### src/rtl/clnw_pkg.sv
`default_nettype none
package clnw_pkg;

    localparam int COUNT_WIDTH = 20;
    localparam int CFG_W       = 20;
    localparam int ADDR_W      = 4;
    localparam int DATA_W      = 32;
    localparam int QUEUE_DEPTH = 2;

    localparam logic [31:0] CNT_MAX = 32'((64'd1 << COUNT_WIDTH) - 64'd1);

    localparam logic [7:0] CLEAR_INSTR = 8'h01;

    localparam logic [1:0] REG_PULSE = 2'd0;
    localparam logic [1:0] REG_INSTR = 2'd1;
    localparam logic [1:0] REG_DATA  = 2'd2;
    localparam logic [1:0] REG_CLEAR = 2'd3;

    localparam logic [2:0] CMD_TICK  = 3'd0;
    localparam logic [2:0] CMD_INSTR = 3'd1;
    localparam logic [2:0] CMD_DATA  = 3'd2;
    localparam logic [2:0] CMD_INIT  = 3'd3;
    localparam logic [2:0] CMD_LIGHT = 3'd4;

    localparam logic [2:0] CLS_NONE  = 3'd0;
    localparam logic [2:0] CLS_TICK  = 3'd1;
    localparam logic [2:0] CLS_INSTR = 3'd2;
    localparam logic [2:0] CLS_DATA  = 3'd3;
    localparam logic [2:0] CLS_INIT  = 3'd4;
    localparam logic [2:0] CLS_LIGHT = 3'd5;

    localparam logic [2:0] PH_IDLE   = 3'd0;
    localparam logic [2:0] PH_HI_EN  = 3'd1;
    localparam logic [2:0] PH_HI_GAP = 3'd2;
    localparam logic [2:0] PH_LO_EN  = 3'd3;
    localparam logic [2:0] PH_SETTLE = 3'd4;
    localparam logic [2:0] PH_CLEAR  = 3'd5;

    typedef struct packed {
        logic [CFG_W-1:0] pulse_ticks;
        logic [CFG_W-1:0] instr_wait_ticks;
        logic [CFG_W-1:0] data_wait_ticks;
        logic [CFG_W-1:0] clear_wait_ticks;
    } cfg_t;

    typedef struct packed {
        logic [2:0] cls;
        logic [7:0] value;
    } item_t;

    typedef struct packed {
        logic full;
        logic empty;
    } q_status_t;

    function automatic logic [COUNT_WIDTH-1:0] sat_len(input logic [CFG_W-1:0] len,
                                                       input logic zero_as_one);
        logic [31:0] wide;
        wide = 32'(len);
        if (zero_as_one && (len == '0)) begin
            wide = 32'd1;
        end
        if (wide > CNT_MAX) begin
            return {COUNT_WIDTH{1'b1}};
        end
        return wide[COUNT_WIDTH-1:0];
    endfunction

endpackage
`default_nettype wire

### src/rtl/clnw_regs.sv
`default_nettype none
module clnw_regs (
    input  wire logic                          aclk,
    input  wire logic                          aresetn,
    input  wire logic                          psel,
    input  wire logic                          penable,
    input  wire logic                          pwrite,
    input  wire logic [clnw_pkg::ADDR_W-1:0]   paddr,
    input  wire logic [clnw_pkg::DATA_W-1:0]   pwdata,
    output logic      [clnw_pkg::DATA_W-1:0]   prdata,
    output logic                               pready,
    output clnw_pkg::cfg_t                     cfg
);

    clnw_pkg::cfg_t cfg_reg;
    clnw_pkg::cfg_t cfg_next;
    logic [clnw_pkg::CFG_W-1:0] wdata;
    logic [1:0] idx;

    assign pready = 1'b1;
    assign idx    = paddr[3:2];
    assign wdata  = pwdata[clnw_pkg::CFG_W-1:0];
    assign cfg    = cfg_reg;

    always_comb begin
        cfg_next = cfg_reg;
        if (psel && penable && pwrite) begin
            unique case (idx)
                clnw_pkg::REG_PULSE: cfg_next.pulse_ticks      = wdata;
                clnw_pkg::REG_INSTR: cfg_next.instr_wait_ticks = wdata;
                clnw_pkg::REG_DATA:  cfg_next.data_wait_ticks  = wdata;
                clnw_pkg::REG_CLEAR: cfg_next.clear_wait_ticks = wdata;
            endcase
        end
    end

    always_comb begin
        unique case (idx)
            clnw_pkg::REG_PULSE: prdata = clnw_pkg::DATA_W'(cfg_reg.pulse_ticks);
            clnw_pkg::REG_INSTR: prdata = clnw_pkg::DATA_W'(cfg_reg.instr_wait_ticks);
            clnw_pkg::REG_DATA:  prdata = clnw_pkg::DATA_W'(cfg_reg.data_wait_ticks);
            clnw_pkg::REG_CLEAR: prdata = clnw_pkg::DATA_W'(cfg_reg.clear_wait_ticks);
        endcase
    end

    always_ff @(posedge aclk) begin
        if (!aresetn) begin
            cfg_reg.pulse_ticks      <= clnw_pkg::CFG_W'(1);
            cfg_reg.instr_wait_ticks <= clnw_pkg::CFG_W'(45);
            cfg_reg.data_wait_ticks  <= clnw_pkg::CFG_W'(50);
            cfg_reg.clear_wait_ticks <= clnw_pkg::CFG_W'(1600);
        end else begin
            cfg_reg <= cfg_next;
        end
    end

endmodule
`default_nettype wire

### src/rtl/clnw_front.sv
`default_nettype none
module clnw_front (
    input  wire logic               s_valid,
    output logic                    s_ready,
    input  wire logic [2:0]         s_cmd,
    input  wire logic [7:0]         s_value,
    input  wire clnw_pkg::q_status_t q_status,
    output logic                    push,
    output clnw_pkg::item_t         push_item
);

    logic [2:0] cls;

    always_comb begin
        unique case (s_cmd)
            clnw_pkg::CMD_TICK:  cls = clnw_pkg::CLS_TICK;
            clnw_pkg::CMD_INSTR: cls = clnw_pkg::CLS_INSTR;
            clnw_pkg::CMD_DATA:  cls = clnw_pkg::CLS_DATA;
            clnw_pkg::CMD_INIT:  cls = clnw_pkg::CLS_INIT;
            clnw_pkg::CMD_LIGHT: cls = clnw_pkg::CLS_LIGHT;
            default:             cls = clnw_pkg::CLS_NONE;
        endcase
    end

    assign s_ready         = !q_status.full;
    assign push            = s_valid && !q_status.full;
    assign push_item.cls   = cls;
    assign push_item.value = s_value;

endmodule
`default_nettype wire

### src/rtl/clnw_queue.sv
`default_nettype none
module clnw_queue (
    input  wire logic               aclk,
    input  wire logic               aresetn,
    input  wire logic               push,
    input  wire clnw_pkg::item_t    push_item,
    input  wire logic               pop,
    output clnw_pkg::item_t         pop_item,
    output clnw_pkg::q_status_t     q_status
);

    localparam int PTR_W = (clnw_pkg::QUEUE_DEPTH > 1) ? $clog2(clnw_pkg::QUEUE_DEPTH) : 1;
    localparam int CNT_W = $clog2(clnw_pkg::QUEUE_DEPTH + 1);
    localparam logic [PTR_W-1:0] LAST = PTR_W'(clnw_pkg::QUEUE_DEPTH - 1);
    localparam logic [CNT_W-1:0] FULL = CNT_W'(clnw_pkg::QUEUE_DEPTH);

    clnw_pkg::item_t  slot_reg [clnw_pkg::QUEUE_DEPTH];
    logic [PTR_W-1:0] wr_ptr_reg, wr_ptr_next;
    logic [PTR_W-1:0] rd_ptr_reg, rd_ptr_next;
    logic [CNT_W-1:0] count_reg, count_next;
    logic do_push, do_pop;

    assign q_status.full  = (count_reg == FULL);
    assign q_status.empty = (count_reg == '0);
    assign do_push = push && !q_status.full;
    assign do_pop  = pop && !q_status.empty;
    assign pop_item = slot_reg[rd_ptr_reg];

    always_comb begin
        wr_ptr_next = wr_ptr_reg;
        rd_ptr_next = rd_ptr_reg;
        count_next  = count_reg;
        if (do_push) begin
            wr_ptr_next = (wr_ptr_reg == LAST) ? '0 : wr_ptr_reg + PTR_W'(1);
        end
        if (do_pop) begin
            rd_ptr_next = (rd_ptr_reg == LAST) ? '0 : rd_ptr_reg + PTR_W'(1);
        end
        if (do_push && !do_pop) begin
            count_next = count_reg + CNT_W'(1);
        end else if (do_pop && !do_push) begin
            count_next = count_reg - CNT_W'(1);
        end
    end

    always_ff @(posedge aclk) begin
        if (do_push) begin
            slot_reg[wr_ptr_reg] <= push_item;
        end
    end

    always_ff @(posedge aclk) begin
        if (!aresetn) begin
            wr_ptr_reg <= '0;
            rd_ptr_reg <= '0;
            count_reg  <= '0;
        end else begin
            wr_ptr_reg <= wr_ptr_next;
            rd_ptr_reg <= rd_ptr_next;
            count_reg  <= count_next;
        end
    end

endmodule
`default_nettype wire

### src/rtl/clnw_back.sv
`default_nettype none
module clnw_back (
    input  wire logic               aclk,
    input  wire logic               aresetn,
    input  wire clnw_pkg::cfg_t     cfg,
    input  wire clnw_pkg::q_status_t q_status,
    input  wire clnw_pkg::item_t    pop_item,
    output logic                    pop,
    output logic                    m_valid,
    input  wire logic               m_ready,
    output logic [3:0]              m_data_nibble,
    output logic                    m_enable_pin,
    output logic                    m_reg_select,
    output logic                    m_read_write,
    output logic                    m_data_drive,
    output logic                    m_backlight_pin,
    output logic                    m_busy_res,
    output logic                    m_rejected
);

    localparam int CW = clnw_pkg::COUNT_WIDTH;

    logic [2:0]    phase_reg, phase_next;
    logic [CW-1:0] cnt_reg, cnt_next;
    logic [7:0]    byte_reg, byte_next;
    logic          sel_reg, sel_next;
    logic          nib_only_reg, nib_only_next;
    logic          light_reg, light_next;

    logic          m_valid_reg, m_valid_next;
    logic [3:0]    nibble_reg, nibble_next;
    logic          en_reg, en_next;
    logic          drive_reg, drive_next;
    logic          rej_reg, rej_next;

    logic [CW-1:0] pulse_len, settle_len, clear_len, cnt_dec;
    logic          idle;

    assign pulse_len  = clnw_pkg::sat_len(cfg.pulse_ticks, 1'b1);
    assign settle_len = clnw_pkg::sat_len(sel_reg ? cfg.data_wait_ticks
                                                  : cfg.instr_wait_ticks, 1'b1);
    assign clear_len  = clnw_pkg::sat_len(cfg.clear_wait_ticks, 1'b0);
    assign cnt_dec    = (cnt_reg != '0) ? cnt_reg - CW'(1) : cnt_reg;
    assign idle       = (phase_reg == clnw_pkg::PH_IDLE);

    assign pop = !q_status.empty && (!m_valid_reg || m_ready);

    always_comb begin
        phase_next    = phase_reg;
        cnt_next      = cnt_reg;
        byte_next     = byte_reg;
        sel_next      = sel_reg;
        nib_only_next = nib_only_reg;
        light_next    = light_reg;
        rej_next      = 1'b0;
        unique case (pop_item.cls)
            clnw_pkg::CLS_TICK: begin
                if (!idle) begin
                    cnt_next = cnt_dec;
                    if (cnt_dec == '0) begin
                        unique case (phase_reg)
                            clnw_pkg::PH_HI_EN: begin
                                phase_next = clnw_pkg::PH_HI_GAP;
                                cnt_next   = pulse_len;
                            end
                            clnw_pkg::PH_HI_GAP: begin
                                phase_next = clnw_pkg::PH_LO_EN;
                                cnt_next   = pulse_len;
                            end
                            clnw_pkg::PH_LO_EN: begin
                                phase_next = clnw_pkg::PH_SETTLE;
                                cnt_next   = settle_len;
                            end
                            clnw_pkg::PH_SETTLE: begin
                                if (!nib_only_reg && !sel_reg
                                    && byte_reg == clnw_pkg::CLEAR_INSTR
                                    && cfg.clear_wait_ticks != '0) begin
                                    phase_next = clnw_pkg::PH_CLEAR;
                                    cnt_next   = clear_len;
                                end else begin
                                    phase_next = clnw_pkg::PH_IDLE;
                                    cnt_next   = '0;
                                end
                            end
                            default: begin
                                phase_next = clnw_pkg::PH_IDLE;
                                cnt_next   = '0;
                            end
                        endcase
                    end
                end
            end
            clnw_pkg::CLS_INSTR, clnw_pkg::CLS_DATA: begin
                if (!idle) begin
                    rej_next = 1'b1;
                end else begin
                    byte_next     = pop_item.value;
                    sel_next      = (pop_item.cls == clnw_pkg::CLS_DATA);
                    nib_only_next = 1'b0;
                    phase_next    = clnw_pkg::PH_HI_EN;
                    cnt_next      = pulse_len;
                end
            end
            clnw_pkg::CLS_INIT: begin
                if (!idle) begin
                    rej_next = 1'b1;
                end else begin
                    byte_next     = {4'h0, pop_item.value[3:0]};
                    sel_next      = 1'b0;
                    nib_only_next = 1'b1;
                    phase_next    = clnw_pkg::PH_LO_EN;
                    cnt_next      = pulse_len;
                end
            end
            clnw_pkg::CLS_LIGHT: begin
                light_next = pop_item.value[0];
            end
            default: begin
            end
        endcase
    end

    always_comb begin
        nibble_next = 4'h0;
        en_next     = 1'b0;
        drive_next  = 1'b0;
        if (phase_next == clnw_pkg::PH_HI_EN || phase_next == clnw_pkg::PH_HI_GAP) begin
            nibble_next = byte_next[7:4];
            drive_next  = 1'b1;
            en_next     = (phase_next == clnw_pkg::PH_HI_EN);
        end else if (phase_next == clnw_pkg::PH_LO_EN) begin
            nibble_next = byte_next[3:0];
            drive_next  = 1'b1;
            en_next     = 1'b1;
        end
    end

    always_comb begin
        if (pop) begin
            m_valid_next = 1'b1;
        end else if (m_ready) begin
            m_valid_next = 1'b0;
        end else begin
            m_valid_next = m_valid_reg;
        end
    end

    always_ff @(posedge aclk) begin
        if (!aresetn) begin
            phase_reg    <= clnw_pkg::PH_IDLE;
            cnt_reg      <= '0;
            byte_reg     <= '0;
            sel_reg      <= 1'b0;
            nib_only_reg <= 1'b0;
            light_reg    <= 1'b0;
            m_valid_reg  <= 1'b0;
        end else begin
            m_valid_reg <= m_valid_next;
            if (pop) begin
                phase_reg    <= phase_next;
                cnt_reg      <= cnt_next;
                byte_reg     <= byte_next;
                sel_reg      <= sel_next;
                nib_only_reg <= nib_only_next;
                light_reg    <= light_next;
            end
        end
    end

    always_ff @(posedge aclk) begin
        if (pop) begin
            nibble_reg <= nibble_next;
            en_reg     <= en_next;
            drive_reg  <= drive_next;
            rej_reg    <= rej_next;
        end
    end

    logic sel_out_reg, light_out_reg, busy_out_reg;

    always_ff @(posedge aclk) begin
        if (pop) begin
            sel_out_reg   <= sel_next;
            light_out_reg <= light_next;
            busy_out_reg  <= (phase_next != clnw_pkg::PH_IDLE);
        end
    end

    assign m_valid         = m_valid_reg;
    assign m_data_nibble   = nibble_reg;
    assign m_enable_pin    = en_reg;
    assign m_reg_select    = sel_out_reg;
    assign m_read_write    = 1'b0;
    assign m_data_drive    = drive_reg;
    assign m_backlight_pin = light_out_reg;
    assign m_busy_res      = busy_out_reg;
    assign m_rejected      = rej_reg;

endmodule
`default_nettype wire

### src/rtl/char_lcd_nibble_writer.sv
// Character LCD 4-bit write sequencer. Each word on the s_ side is a tick
// (cmd 0), a command (instruction byte, data byte, init nibble, backlight
// set) or an unused code that changes nothing, and each gives exactly one
// word on the m_ side showing the pin levels after it. One word is taken per
// clock: s_ready stays high while the two-entry queue between the decoder
// and the sequencer has room, and the result passes through the queue and
// then the output register. The sequencer updates its phase and tick counter
// once per word, so sustained throughput is one word per clock with m_ready
// held high. Timing registers (pulse, instruction settle, data settle, clear
// settle, in ticks) sit at byte addresses 0x0, 0x4, 0x8 and 0xC of the APB
// port and must only be written while no words are in flight.
`default_nettype none
module char_lcd_nibble_writer (
    input  wire logic                         aclk,
    input  wire logic                         aresetn,
    input  wire logic                         psel,
    input  wire logic                         penable,
    input  wire logic                         pwrite,
    input  wire logic [clnw_pkg::ADDR_W-1:0]  paddr,
    input  wire logic [clnw_pkg::DATA_W-1:0]  pwdata,
    output logic      [clnw_pkg::DATA_W-1:0]  prdata,
    output logic                              pready,
    input  wire logic                         s_valid,
    output logic                              s_ready,
    input  wire logic [2:0]                   s_cmd,
    input  wire logic [7:0]                   s_value,
    output logic                              m_valid,
    input  wire logic                         m_ready,
    output logic [3:0]                        m_data_nibble,
    output logic                              m_enable_pin,
    output logic                              m_reg_select,
    output logic                              m_read_write,
    output logic                              m_data_drive,
    output logic                              m_backlight_pin,
    output logic                              m_busy_res,
    output logic                              m_rejected
);

    clnw_pkg::cfg_t      cfg;
    clnw_pkg::q_status_t q_status;
    clnw_pkg::item_t     push_item;
    clnw_pkg::item_t     pop_item;
    logic                push;
    logic                pop;

    clnw_regs u_regs (
        .aclk    (aclk),
        .aresetn (aresetn),
        .psel    (psel),
        .penable (penable),
        .pwrite  (pwrite),
        .paddr   (paddr),
        .pwdata  (pwdata),
        .prdata  (prdata),
        .pready  (pready),
        .cfg     (cfg)
    );

    clnw_front u_front (
        .s_valid   (s_valid),
        .s_ready   (s_ready),
        .s_cmd     (s_cmd),
        .s_value   (s_value),
        .q_status  (q_status),
        .push      (push),
        .push_item (push_item)
    );

    clnw_queue u_queue (
        .aclk      (aclk),
        .aresetn   (aresetn),
        .push      (push),
        .push_item (push_item),
        .pop       (pop),
        .pop_item  (pop_item),
        .q_status  (q_status)
    );

    clnw_back u_back (
        .aclk            (aclk),
        .aresetn         (aresetn),
        .cfg             (cfg),
        .q_status        (q_status),
        .pop_item        (pop_item),
        .pop             (pop),
        .m_valid         (m_valid),
        .m_ready         (m_ready),
        .m_data_nibble   (m_data_nibble),
        .m_enable_pin    (m_enable_pin),
        .m_reg_select    (m_reg_select),
        .m_read_write    (m_read_write),
        .m_data_drive    (m_data_drive),
        .m_backlight_pin (m_backlight_pin),
        .m_busy_res      (m_busy_res),
        .m_rejected      (m_rejected)
    );

endmodule
`default_nettype wire

### config.mk
export PLATFORM = sky130hd
export DESIGN_NAME = char_lcd_nibble_writer
export DESIGN_NICKNAME = d
export VERILOG_FILES = /design/src/rtl/clnw_pkg.sv /design/src/rtl/clnw_regs.sv /design/src/rtl/clnw_front.sv /design/src/rtl/clnw_queue.sv /design/src/rtl/clnw_back.sv /design/src/rtl/char_lcd_nibble_writer.sv
export SDC_FILE = /design/constraint.sdc
export NUM_CORES = 1
export LEC_CHECK = 0
export ABC_AREA = 1
export BUFFER_PORTS_ARGS = -buffer_cell sky130_fd_sc_hd__buf_2
export CELL_PAD_IN_SITES_DETAIL_PLACEMENT = 1
export CELL_PAD_IN_SITES_GLOBAL_PLACEMENT = 2
export CORE_MARGIN = 2
export CORE_UTILIZATION = 28
export DETAILED_ROUTE_END_ITERATION = 10
export GPL_TIMING_DRIVEN = 0
export HOLD_SLACK_MARGIN = 0.02
export PLACE_DENSITY = 0.77
export SLEW_MARGIN = 0
export SYNTH_ARGS = -nofsm -noshare
export SYNTH_HDL_FRONTEND = slang
export SYNTH_SLANG_ARGS = --single-unit
### constraint.sdc
create_clock -name aclk -period 3.05 [get_ports aclk]
set_input_delay 0.305 -clock aclk [delete_from_list [all_inputs] [get_ports aclk]]
set_output_delay 0.305 -clock aclk [all_outputs]
set_load 0.01 [all_outputs]
==> results of run 1 <==
-- logic make-up after synthesis --
kind of cell | count (synthesis)
AND/OR/NAND/NOR | 498
AO/OA/AOI/OAI | 321
buffers and inverters | 182
flip-flops | 152
multiplexers | 8
XOR/XNOR | 7
adder cells (fa/ha/maj) | 2
other | 2
-- cells in the final DEF, fill, tap and decap left out, drive strengths merged, types with 8 or more instances in the layout --
cell type,n
a21oi,119
buf,95
clkbuf,64
conb,14
dfxtp,120
edfxtp,32
inv,116
mux2i,8
nand2,266
nand3,43
nand4,20
nor2,141
nor3,9
nor4,10
o21ai,168
o22ai,11
-- worst max path at each step --
stage / from / to / slack (ps) / depth (start not counted)
after CTS: u_back.cnt_reg[0] / u_back.m_data_nibble[2] / 9 / 18
after detailed placement: u_back.cnt_reg[0] / u_back.m_data_nibble[2] / -40 / 18
after global routing: u_back.cnt_reg[0] / u_back.m_data_nibble[2] / 30 / 18
after global placement: u_back.cnt_reg[0] / u_back.m_data_nibble[2] / -20 / 18
after floorplan: u_back.cnt_reg[0] / u_back.m_data_nibble[0] / 660 / 18
final: u_back.cnt_reg[0] / u_back.m_data_nibble[2] / 210 / 18
-- critical path, delay by kind of cell (launching register included) --
| family | cells | cell delay (ps) |
|---|---|---|
| fa+ha+maj | 1 | 200 |
| buf+inv | 4 | 540 |
| flops | 1 | 360 |
| simple gates | 13 | 1510 |
-- per-layer routing --
layer / wire length [um] / up-vias
met1: 15400 / 3942
met3: 937 / 24
met2: 14400 / 143
met5: 0 / -
li1: - / 4097
met4: 382 / 0
-- per-stage QoR --
step	setup slack, ps	TNS (ps)	util (%)
after floorplan	656	0	-
after global placement	-20.3	-49.5	31.5
after detailed placement	-44.9	-138	31.5
after CTS	9.03	0	33.5
after global routing	26.0	0	33.5
final	211	0	33.5
-- where the power goes --
group / switching (mW) / leakage, nW / internal [mW]
Clock: 0.896 / 0.269 / 1.17
Sequential: 0.278 / 1.28 / 2.45
Combinational: 4.75 / 2.45 / 2.13
-- cell type report --
type,count,share of cell area [%]
Sequential cell,152,34.9
Timing Repair Buffer,71,3.68
Inverter,115,4.53
Clock inverter,10,0.999
Multi-Input combinational cell,850,42.7
Clock buffer,21,4.79
Buffer,67,3.48
Tap cell,384,4.98
==> impl_metrics.tcl, run 1 <==
set metrics [dict create \
    outcome "finished, final reports clean" \
    n_fill_cell 3642 \
    area_delta_synth_final_pct 17.7 \
    die_h_um 175 \
    min_path_type "input pin to flop" \
    synthTopCellsByCount "nand2_1 (252), o21ai_0 (163), nor2_1 (130)" \
    drtPass1Iterations 6 \
    worstPathMaxFanout 10 \
    cts_root_buf "clkbuf_16" \
    final_cells 1670 \
    ys_seq_area_share_pct 41.0 \
    insertion_delay_ps 430 \
    met1_usage_pct 29.5 \
    cts-resized-gates 1 \
    synth_simple_gate_area_share_pct 26.6 \
    drv_cap 0 \
    synth.distinct_cells 46 \
    cts_made_buffers 17 \
    path_clk_slew_ps 70 \
    drt.antenna.violating_nets 0 \
    slew_viol_final 0 \
    slew_headroom_pct 22.6 \
    whs_path_depth 1 \
    wl_per_cell_um 18.6 \
    finalNetCount 1330 \
    grt_max_degree 20 \
    dp_cells 1639 \
    rsz0062_at_grt "false" \
    fin_skew_ps 12.9 \
    antenna_cells 0 \
    grtUsageMet2_pct 33.7 \
    grt_pass1_vias 8275 \
    portBuffers 71 \
    placementRows 62 \
    cts_sinks 152 \
    ys_async_sr_fraction_pct 0 \
    synth_xor_area_share_pct 0.748 \
    synth_ff_type "dfxtp_1" \
    path_cells "inv_2, ha_4, nand2_4, nor2_8, nand3_4, buf_6, nand2_2, nand2_1, inv_1, nand2_1, nor2_1, nand3_2, nand2_1, nand3_2, nand2_2, inv_1, nand4_1, nand2_1" \
    cts_tree "built" \
    hp-start "s_value[3]" \
    final-setup-viol-count 0 \
    worstPathRequired_ps 3250 \
    synth.most_common_cell "nand2_1" \
    drcViolationCount 0 \
    worstSetupPathType "flop to flop" \
    worst_r2r_path_depth 18 \
    arrival_ps 3030 \
    largest_register_ffs 80 \
    hold_viol_final 0 \
    worstHoldEndpoint "u_queue.slot_reg[1][3]" \
    clock_path_buffers 2 \
    vias 8206 \
    die-area_mm2 0.0306 \
    post_cts_buffers 0 \
    die_w_um 175 \
    max_freq_mhz 352 \
    synth_mux_area_share_pct 0.977 \
    synth_compound_area_share_pct 20.9 \
    p_total_mw 11.7 \
    synth-edff-count 32 \
    p_leak_nw 4.00 \
    synthAdderAreaFrac_pct 0.305 \
    period_needed_ps 2840 \
    placed_area_mm2 0.00907 \
    hold_ws_ps 68.2 \
    ys_ff_latch 152 \
    synthesis.area_mm2 0.00819 \
    num_io_pins 100 \
    critPathSlowestCell "dfxtp_1" \
    busiest_layer "met2" \
    synth_warnings 0 \
    post_route_cells_drive_above_1_share_pct 13.1 \
    avgViaCountPerCell 4.91 \
    r2r-start "u_back.cnt_reg[0]" \
    grt_first_pass_wirelength_mm 48.9 \
    crit_path_frequent_cell "nand2_1" \
    power_density_mw_per_mm2 1210 \
    avgSynthCellArea_um2 6.99 \
    max-vdd-ir-drop_mv 0.505 \
    post-route-period-util_pct 93.1 \
    core_area_mm2 0.0288 \
    drt_iter0_drc 473 \
    initial_core_util_pct 28.5 \
    grtUsageMet3_pct 2.22 \
    netlist_top_cells_area "dfxtp_1 (29%), edfxtp_1 (12%), nand2_1 (12%), o21ai_0 (10%), a21oi_1 (7.1%)" \
    synth_top_family_by_area "simple AND/OR/NAND/NOR gates" \
    yosys.area.top_type "dfxtp_1" \
    worstSetupEndpointType "flop" \
    hold_buffers 0 \
    tightest_slew_ps 1160 \
    synthCells 1172 \
    critPathLaunchType "flop" \
    wirelength_mm 31.1 \
    finalInstanceArea_mm2 0.00965 \
    multi_input_area_mm2 0.00412 \
    reg2reg_slack_ps 210 \
    htreeDepth 4 \
    gp_congestion 0.877 \
    crit_path_max_incr_delay_ps 360 \
    grt_overflow 0 \
    r2r-end "u_back.m_data_nibble[2]" \
    grt.total_usage_pct 20.7 \
    seq_area_mm2 0.00336 \
    synth_top_area_share_pct 29.3 \
    antenna_found_initial 0 \
    hpwl_mm 25.0 \
]
No activity file was read; power rests on OpenSTA's default activity.
==> run 2: changes to the inputs <==
--- a/config.mk
+++ b/config.mk
@@ -9,12 +9,13 @@
 export BUFFER_PORTS_ARGS = -buffer_cell sky130_fd_sc_hd__buf_2
 export CELL_PAD_IN_SITES_DETAIL_PLACEMENT = 1
 export CELL_PAD_IN_SITES_GLOBAL_PLACEMENT = 2
+export CORE_ASPECT_RATIO = 1.5
 export CORE_MARGIN = 2
-export CORE_UTILIZATION = 28
+export CORE_UTILIZATION = 33
 export DETAILED_ROUTE_END_ITERATION = 10
 export GPL_TIMING_DRIVEN = 0
 export HOLD_SLACK_MARGIN = 0.02
-export PLACE_DENSITY = 0.77
+export PLACE_DENSITY = 0.87
 export SLEW_MARGIN = 0
 export SYNTH_ARGS = -nofsm -noshare
 export SYNTH_HDL_FRONTEND = slang
==> run 2 against run 1 <==
Effect of this change: die area down 15%; core utilization up 5.8 points; critical path depth unchanged; wire length down 1.2%; combinational power up 1%; hold slack worse by 20 ps; first-iteration DRC count down 17%; via count up 1.7%; non-clock buffer count unchanged; cell area down 0.52%; sequential share of layout area up 0.18 points.
==> impl_metrics.tcl, run 2 (synthesized netlist as in run 1, its figures left out) <==
set metrics [dict create \
    outcome "finished, final reports clean" \
    dp_cells 1579 \
    grt_overflow 0 \
    slew_viol_final 0 \
    path_cells "inv_2, ha_4, nand2_4, nor2_8, nand3_4, buf_6, nand2_2, nand2_1, inv_1, nand2_1, nor2_2, nand3_2, nand2_1, nand3_2, nand2_2, inv_1, nand4_1, nand2_1" \
    portBuffers 71 \
    crit_path_frequent_cell "nand2_1" \
    m1WireLength_mm 13.0 \
    wirelength_mm 30.7 \
    initial_core_util_pct 33.5 \
    p_comb_share_pct 58.9 \
    largest_register_ffs 80 \
    worstPathRequired_ps 3250 \
    die_h_um 197 \
    drtPass1Iterations 5 \
    power_density_mw_per_mm2 1230 \
    die-area_mm2 0.0261 \
    gp_congestion 0.867 \
    avgViaCountPerCell 5.18 \
    worstSetupEndpointType "flop" \
    arrival_ps 3040 \
    grt_first_pass_wirelength_mm 47.5 \
    pre_cts_ws_ps -51.5 \
    slew_headroom_pct 27.5 \
    wl_met2_mm 15.7 \
    hold_viol_final 0 \
    period_needed_ps 2840 \
    insertion_delay_ps 450 \
    layout_common_cells "nand2_1 (252), o21ai_0 (163), nor2_1 (129)" \
    post_route_cells_drive_above_1_share_pct 13.5 \
    wl_per_cell_um 19.1 \
    worstSetupPathType "flop to flop" \
    grt_max_degree 20 \
    clock_power_share_pct 18.0 \
    htreeDepth 4 \
    clock_path_buffers 2 \
    hold_ws_ps 48.3 \
    num_io_pins 100 \
    placementRows 70 \
    post-route-period-util_pct 93.1 \
    path_clk_slew_ps 70 \
    path_buf_inv 4 \
    antenna_cells 0 \
    p_int_mw 5.74 \
    finalInstanceArea_mm2 0.00960 \
    placed_area_mm2 0.00900 \
    antenna_found_initial 0 \
    cts_sinks 152 \
    finalNetCount 1330 \
    critPathSlowestCell "dfxtp_1" \
    min_path_type "input pin to flop" \
    p_leak_nw 4.01 \
    p_total_mw 11.8 \
    area_delta_synth_final_pct 17.1 \
    p_switching_mw 6.05 \
    cts_root_buf "clkbuf_16" \
    drt.antenna.violating_nets 0 \
    postLayoutCoreUtil_pct 39.3 \
    critPathLaunchType "flop" \
    cts_tree "built" \
    final-setup-viol-count 0 \
    seqPwrFrac_pct 23.1 \
    core_area_mm2 0.0244 \
    max-vdd-ir-drop_mv 0.523 \
    grt_pass1_vias 8541 \
    drcViolationCount 0 \
    tightest_slew_ps 1090 \
    fin_skew_ps 13.6 \
    die_w_um 133 \
    drt_iter0_drc 391 \
    vias 8343 \
    crit_family "simple AND/OR/NAND/NOR gates" \
    top_layer "met4" \
    final_cells 1611 \
    cts_made_buffers 17 \
    drv_cap 0 \
    setup_slack_ps 211 \
    max_freq_mhz 352 \
    finalSetupTns_ps 0 \
    final_common_cell "nand2_1" \
    worstPathMaxFanout 10 \
    hpwl_mm 24.3 \
    crit_path_max_incr_delay_ps 370 \
    rsz0062_at_grt "false" \
    switching_share_pct 51.3 \
    grt.total_usage_pct 23.7 \
    route.met3.wl_um 879 \
]
run 2: changes by cell type in the layout (fill, tap and decap cells not counted), moves of 2 or more:
cell	delta
clkbuf_1	-3
clkinv_2	-2
inv_6	+4
inv_8	+2
run 2: cell type report:
cell class              count  area [um^2]
well taps                 324          405
multi-input cells         850         4120
clock buffers              17          425
repair buffers             71          355
plain buffers              67          337
fillers                  3100        14800
flip-flops and latches    152         3360
clock inverters            15          154
inverters                 115          437
run 2: metal layers:
layer | track usage (%) | up-vias
li1 | - | 4103
met1 | 27.4 | 4007
met2 | 43.5 | 175
met3 | 2.80 | 58
met4 | 10.7 | 0
met5 | 0 | -
run 2: repair_timing:
item,in CTS,in global routing
hold buffers,0,0
gates resized for setup,2,3
hold endpoints to repair,0,0
setup endpoints to repair,4,5
buffers inserted,0,0
run 2: worst paths after layout:
| path | startpoint | to | slack, ps | depth (start not counted) |
|---|---|---|---|---|
| hold reg to reg | u_back.nib_only_reg | u_back.nib_only_reg | 460 | 2 |
| hold / removal | s_value[2] | u_queue.slot_reg[1][2] | 50 | 1 |
| setup reg to reg | u_back.cnt_reg[0] | u_back.m_data_nibble[2] | 210 | 18 |
| setup / recovery | u_back.cnt_reg[0] | u_back.m_data_nibble[2] | 210 | 18 |
run 2: power by group through the flow:
| stage | Combinational [mW] | Sequential [mW] | Clock, mW |
|---|---|---|---|
| 6_report | 6.94 | 2.73 | 2.12 |
| 2_1_floorplan | 4.98 | 2.72 | 0 |
| 3_5_place_dp | 6.87 | 2.77 | 0 |
| 5_1_grt | 7.80 | 2.77 | 2.22 |
| 4_1_cts | 6.92 | 2.73 | 2.14 |
| 3_3_place_gp | 6.71 | 2.75 | 0 |
==> run 3: changes to the inputs <==
--- a/config.mk
+++ b/config.mk
@@ -9,7 +9,7 @@
 export BUFFER_PORTS_ARGS = -buffer_cell sky130_fd_sc_hd__buf_2
 export CELL_PAD_IN_SITES_DETAIL_PLACEMENT = 1
 export CELL_PAD_IN_SITES_GLOBAL_PLACEMENT = 2
-export CORE_ASPECT_RATIO = 1.5
+export CORE_ASPECT_RATIO = 2
 export CORE_MARGIN = 2
 export CORE_UTILIZATION = 33
 export DETAILED_ROUTE_END_ITERATION = 10
==> constraint.sdc (replaced) <==
create_clock -name aclk -period 3.05 [get_ports aclk]
set_input_delay 0.915 -clock aclk [delete_from_list [all_inputs] [get_ports aclk]]
set_output_delay 0.915 -clock aclk [all_outputs]
set_load 0.01 [all_outputs]
==> run 3 against run 2 <==
Effect of this change: clock skew shrank 4.0 ps; largest cell class unchanged; final cell count grew 0.50%; sequential power is essentially flat; flip-flop and latch count is the same; wire length grew 5.7%; clock power is essentially flat; critical path type is now input pin to primary output; via count grew 0.55%; fmax shrank 5.9%; critical path depth shrank 8; combinational power grew 3%; hold slack gained 410 ps; sequential share of layout area shrank 0.33 points.
==> impl_metrics.tcl, run 3 (synthesized netlist as in run 1, its figures left out) <==
set metrics [dict create \
    drv_cap 0 \
    layout_common_cells "nand2_1 (251), o21ai_0 (154), nor2_1 (127)" \
    setup_slack_ps 35.0 \
    dp_cells 1587 \
    placed_area_mm2 0.00901 \
    clock_path_buffers 2 \
    die-area_mm2 0.0262 \
    slew_headroom_pct 33.3 \
    min_path_type "flop to flop" \
    wl_per_cell_um 20.1 \
    hold_ws_ps 455 \
    drtPass1Iterations 5 \
    cts_root_buf "clkbuf_16" \
    post_route_cells_drive_above_1_share_pct 14.5 \
    post-route-period-util_pct 98.9 \
    grt_first_pass_wirelength_mm 50.0 \
    core_area_mm2 0.0244 \
    hpwl_mm 26.7 \
    gp_congestion 0.933 \
    cts_sinks 152 \
    htreeDepth 4 \
    crit_path_max_incr_delay_ps 220 \
    power_density_mw_per_mm2 1240 \
    grt_pass1_vias 8993 \
    arrival_ps 2100 \
    hold_viol_final 0 \
    worstSetupEndpointType "primary output" \
    antenna_found_initial 0 \
    finalNetCount 1330 \
    die_w_um 115 \
    critPathSlowestCell "a21oi_1" \
    p_leak_nw 4.06 \
    worstPathRequired_ps 2130 \
    cts_tree "built" \
    outcome "finished, final reports clean" \
    final_cells 1619 \
    die_h_um 227 \
    critPathLaunchType "input pin" \
    area_delta_synth_final_pct 18.2 \
    rsz0062_at_grt "false" \
    slew_viol_final 0 \
    tightest_slew_ps 1000 \
    wirelength_mm 32.5 \
    path_cells "clkbuf_4, inv_1, nor2_2, clkbuf_8, buf_12, nand2_1, o21ai_0, a21oi_1, o21ai_2, buf_2" \
    drt.antenna.violating_nets 0 \
    finalInstanceArea_mm2 0.00969 \
    max_freq_mhz 332 \
    pre_cts_ws_ps -691 \
    drcViolationCount 0 \
    grt_overflow 0 \
    grt.total_usage_pct 25.7 \
    drt_iter0_drc 379 \
    path_clk_slew_ps 70 \
    period_needed_ps 3010 \
    worstPathMaxFanout 9 \
    initial_core_util_pct 33.5 \
    largest_register_ffs 80 \
    vias 8389 \
    final_common_cell "nand2_1" \
    portBuffers 71 \
    insertion_delay_ps 440 \
    grt_max_degree 20 \
    avgViaCountPerCell 5.18 \
    final-setup-viol-count 0 \
    antenna_cells 0 \
    placementRows 81 \
    p_total_mw 12.0 \
    max-vdd-ir-drop_mv 0.570 \
    cts_made_buffers 17 \
    num_io_pins 100 \
    fin_skew_ps 9.57 \
    worstSetupPathType "input pin to primary output" \
]
-- run 3: what timing repair did --
item | 4_1_cts | 5_1_grt
buffers inserted | 1 | 0
hold buffers | 0 | 0
gates cloned | 0 | 0
resized for setup | 25 | 18
endpoints found under the setup margin | 36 | 18
-- run 3: area by class of cell --
cell class                      count  area (um^2)
Fill cell                        3146        14700
Multi-Input combinational cell    850         4140
Sequential cell                   152         3360
Inverter                          115          439
Clock buffer                       17          425
Tap cell                          332          415
Timing Repair Buffer               72          378
Buffer                             66          367
Clock inverter                     15          159
-- run 3: routing by layer --
layer,up-vias,part of all wire (%),GRT usage [%]
met4,0,6.7,16.6
li1,4099,-,-
met1,3970,36,24.9
met3,96,2.8,3.56
met5,-,0,0
met2,224,55,49.1
-- run 3: path summary, 6_finish.rpt --
check | startpoint | to | slack (ps) | depth (start not counted)
worst max-delay path | paddr[3] | prdata[6] | 40 | 10
worst min-delay path | u_back.nib_only_reg | u_back.nib_only_reg | 450 | 2
worst max register to register | u_back.sel_reg | u_back.cnt_reg[0] | 180 | 13
worst min register to register | u_back.nib_only_reg | u_back.nib_only_reg | 450 | 2
-- run 3: worst max-delay path, delay by kind of cell --
kind                   cells  cell delay (ps)
buffers and inverters      5              680
AOI/OAI and AO/OA          3              410
and+or+nand+nor            2               90
-- run 3: metrics by stage --
step	utilization, %	TNS [ps]
4_1_cts	39.6	-22.8
5_1_grt	39.7	0
6_report	39.7	0
3_3_place_gp	36.9	-8260
3_5_place_dp	36.9	-8850
2_1_floorplan	-	0
-- run 3: where the power goes --
part | internal (mW) | switching [mW]
sequential | 2.45 | 0.280
clock | 1.10 | 1.03
combinational | 2.14 | 4.98
total | 5.70 | 6.29
